[src/hw/rtl/rmj_pkg.sv]
// ----------------------------------------------------------------------------
// rmj_pkg
// shared types and constants of the radar measurement jacobian datapath
// ----------------------------------------------------------------------------
package rmj_pkg;

  // reset value of the squared range threshold
  localparam logic [16:0] MIN_RANGE_SQ_RESET = 17'd7;

  // quotient bits resolved by each divider (32-bit result plus overflow bit)
  localparam int QBITS = 33;

  // per-item side data carried from the product stages to the dividers
  typedef struct packed {
    logic [31:0] apx;
    logic [31:0] apy;
    logic        nx;
    logic        ny;
    logic        pyp;
    logic        cneg;
    logic        near;
    logic [63:0] r2;
    logic [95:0] npx;
    logic [95:0] npy;
  } side_t;

endpackage

[src/hw/rtl/rmj_sqrt.sv]
// ----------------------------------------------------------------------------
// rmj_sqrt
// pipelined integer square root, one result bit per stage
// ----------------------------------------------------------------------------
module rmj_sqrt
  import rmj_pkg::*;
(
  input  logic        clk,
  input  logic        en,
  input  logic [63:0] rad,
  output logic [31:0] root
);

  localparam int STEPS = 32;

  logic [33:0] rem_q  [STEPS];
  logic [31:0] root_q [STEPS];
  logic [63:0] rad_q  [STEPS];

  for (genvar s = 0; s < STEPS; s++) begin : g_step
    logic [33:0] rem_in;
    logic [31:0] root_in;
    logic [63:0] rad_in;
    logic [35:0] trial_rem;
    logic [35:0] trial;

    if (s == 0) begin : g_first
      assign rem_in  = '0;
      assign root_in = '0;
      assign rad_in  = rad;
    end else begin : g_next
      assign rem_in  = rem_q[s-1];
      assign root_in = root_q[s-1];
      assign rad_in  = rad_q[s-1];
    end

    assign trial_rem = {rem_in, rad_in[63:62]};
    assign trial     = {2'b00, root_in, 2'b01};

    always_ff @(posedge clk) begin
      if (en) begin
        if (trial_rem >= trial) begin
          rem_q[s]  <= 34'(trial_rem - trial);
          root_q[s] <= {root_in[30:0], 1'b1};
        end else begin
          rem_q[s]  <= trial_rem[33:0];
          root_q[s] <= {root_in[30:0], 1'b0};
        end
        rad_q[s] <= {rad_in[61:0], 2'b00};
      end
    end
  end

  assign root = root_q[STEPS-1];

endmodule

[config.mk]
export PLATFORM = sky130hd
export DESIGN_NAME = rmj_sqrt
export DESIGN_NICKNAME = d
export VERILOG_FILES = /design/src/hw/rtl/rmj_pkg.sv /design/src/hw/rtl/rmj_sqrt.sv
export SDC_FILE = /design/constraint.sdc
export NUM_CORES = 2
export LEC_CHECK = 0
export BUFFER_PORTS_ARGS = -buffer_cell sky130_fd_sc_hd__buf_4
export CAP_MARGIN = 20
export CORE_MARGIN = 3
export CORE_UTILIZATION = 30
export CTS_CLUSTER_DIAMETER = 60
export DETAILED_ROUTE_END_ITERATION = 12
export GPL_TIMING_DRIVEN = 0
export RECOVER_POWER = 25
export SLEW_MARGIN = 10
export SYNTH_ARGS = -nofsm -noshare
export SYNTH_HDL_FRONTEND = slang
export SYNTH_MEMORY_MAX_BITS = 65536
export SYNTH_SLANG_ARGS = --single-unit
[constraint.sdc]
create_clock -name clk -period 5.8 [get_ports clk]
set_input_delay 0.87 -clock clk [delete_from_list [all_inputs] [get_ports clk]]
set_output_delay 0.87 -clock clk [all_outputs]
set_load 0.01 [all_outputs]
==> flow_summary.ini <==
[yosys]
yosysTopAreaCell = edfxtp_1
async_flop_share = 0
synth-edff-count = 2522
netlist_instances = 9047
synth_area_leaders = edfxtp_1 65%, ha_1 6.0%, xor2_1 3.3%
synth.cell_area_um2 = 117000
synthFlopType = edfxtp_1
syn_avg_cell_area_um2 = 13.0
yosys_register_bits = 2523
yosys_warnings = 0
ys_types = 90
synth_top_area_frac = 0.646
syn_nets = 9676
synth.yosys.seq_area_share = 0.647

[pwr]
sequentialPowerShare = 0.457
vdd.ir_drop.worst_mv = 0.266
clkPwrFrac = 0.347
switchingPower_w = 0.0152
p_per_area_nw_per_um2 = 400
comb_power_share = 0.196
internal_power_w = 0.0388
leakage_nw = 50.4
switching_share = 0.281

[worst_setup_path]
rr_startpoint = rem_q[1][82]$_DFFE_PP_
criticalPathCategory = in -> reg
startpoint = en
cp.required_ns = 6.47
cp_max_fo = 116
start_kind = input pin
endpoint_kind = register
arrival_ns = 6.20

[route]
viasPerCell = 4.63
ant_nets = 0
num_vias = 69000
dr.pass1.iters = 6
wl_per_cell_um = 16.2
drt_iter0_drc = 4690
wirelength_um = 241000
remaining_drc_errors = 0

[global_routing]
grt_start_max_net_pins = 162
overflow = 0
first_global_vias = 68200
antenna_found_initial = 5
grt_pass1_wl_um = 380000
track_usage = 0.118

[cells_and_area]
drive_gt1_frac = 0.0805
areaGrowthSynthToFinish_pct = 15.3
layout.cells.non_filler = 14900
final_nets = 10100
final_util = 0.349
layout_commonest_cell = edfxtp_1
antenna_cells = 0
final_cell_mix = 2,522 x edfxtp_1, 707 x nand2_1, 698 x inv_1

[flow_run]
cap_viol_max_count = 0

[clock_tree]
post_cts_buffers = 0
clk_latency_ns = 0.87
clock_path_buffers = 4
clkTransAtPathRegs_ns = 0.06
cts_made_buffers = 303
cts_tree = built
cts_root_buffer = clkbuf_16
hold_buffers = 0
htree_num_levels = 5
cts_sinks = 2523

[timing]
setup_viol = 0
period_share = 0.954
fmax_ghz = 0.181
hold_violations = 0
slew-limit-headroom = 0.123
tightestPinTransition_ns = 1.30
report.final.slew_viol_count = 0
clock_skew_ns = 0.0755
rsz0062_at_grt = false
period_needed_ns = 5.53

[floorplanning]
io_pins = 98
num_rows = 228
start_util = 0.302
die-width_um = 631
dieArea_um2 = 398000
core_area_um2 = 387000
die_h_um = 631

[hold_path]
hp-class = in -> reg
min_from = rad[19]

[placement]
gp_congestion = 0.900
io_buffers = 97
dp.cells = 14400
hpwl_um = 177000

[outcome]
outcome = finished, final reports clean
==> cell families after synthesis <==
| logic type | after synthesis | synth area share |
|---|---|---|
| AO/OA/AOI/OAI | 1747 | 0.0918 |
| flip-flops | 2523 | 0.647 |
| XOR/XNOR | 840 | 0.0628 |
| multiplexers | 71 | 0.00666 |
| buffers and inverters | 875 | 0.0282 |
| AND/OR/NAND/NOR | 2428 | 0.104 |
| adder cells (fa/ha/maj) | 563 | 0.0601 |
==> final timing paths <==
kind / end / slack, ns / cells after the start
max reg2reg: rem_q[1][125]$_DFFE_PP_ / 0.86 / 9
min reg2reg: rad_q[0][137]$_DFFE_PP_ / 0.38 / 0
max: rem_q[1][174]$_DFFE_PP_ / 0.27 / 14
min: rad_q[0][19]$_DFFE_PP_ / 0.18 / 1
==> through the flow <==
step | setup WS (ns) | setup TNS (ns) | power [W] | hold slack [ns] | area, um^2
4_1_cts | 0.0284 | 0 | 0.0548 | 0.0432 | 135000
3_5_place_dp | -1.21 | -502.86 | 0.0356 | 0.405 | 125000
6_report | 0.269 | 0 | 0.0540 | 0.176 | 135000
3_3_place_gp | -13.50 | - | 0.0356 | 0.400 | 124000
5_1_grt | 0.0489 | 0 | 0.0571 | 0.0965 | 135000
2_1_floorplan | 1.78 | 0 | 0.0325 | 0.400 | 117000
==> Yosys cell counts (133+ instances only) <==
cell      number
clkbuf_1     159
xor2_1       442
ha_1         563
edfxtp_1    2522
xnor2_1      398
nand2_1      707
a21oi_1      458
inv_1        698
nor2_1       487
nand3_1      133
a21o_1       236
o21ai_0      566
nor3_1       235
==> state kept, by name, indices dropped and copies added (netlist names) <==
| signal | flops |
|---|---|
| root_q | 528 |
| rad_q | 992 |
| rem_q | 1003 |
==> layer usage <==
| layer | share of wire | GRT usage |
|---|---|---|
| met1 | 0.43 | 0.145 |
| met2 | 0.49 | 0.205 |
| met3 | 0.040 | 0.0174 |
| met4 | 0.045 | 0.0515 |
| met5 | 0 | 0 |
==> power by group through the flow <==
stage | sequential (W) | clock [W] | combinational [W]
after floorplan | 0.0244 | 0 | 0.00810
after global placement | 0.0252 | 0 | 0.0104
after detailed placement | 0.0251 | 0 | 0.0105
after CTS | 0.0247 | 0.0194 | 0.0106
after global routing | 0.0250 | 0.0202 | 0.0119
final | 0.0247 | 0.0187 | 0.0106
==> area by class of cell <==
type                            instances  area [um^2]
Buffer                                176          751
Clock buffer                          350         7780
Clock inverter                        187         2170
Fill cell                           37900       252000
Inverter                              699         2620
Multi-Input combinational cell       5649        38200
Sequential cell                      2523        75800
Tap cell                             5175         6470
Timing Repair Buffer                  132         1420
==> what timing repair did <==
action / 4_1_cts / 5_1_grt
gates resized for setup: 1 / 3
setup endpoints to repair: 6 / 119
gates cloned: 0 / 1
==> critical path: stages <==
cell	delay (ns)
buf_16	0.23
buf_16	0.39
buf_16	0.38
clkbuf_1	0.50
buf_8	0.24
clkbuf_2	0.56
nand3_1	0.34
or3_1	0.47
a31oi_1	0.29
o211a_1	0.32
clkbuf_1	0.45
buf_1	0.49
nand2_1	0.13
o31ai_1	0.12
Power figures use the tool's default switching activity.
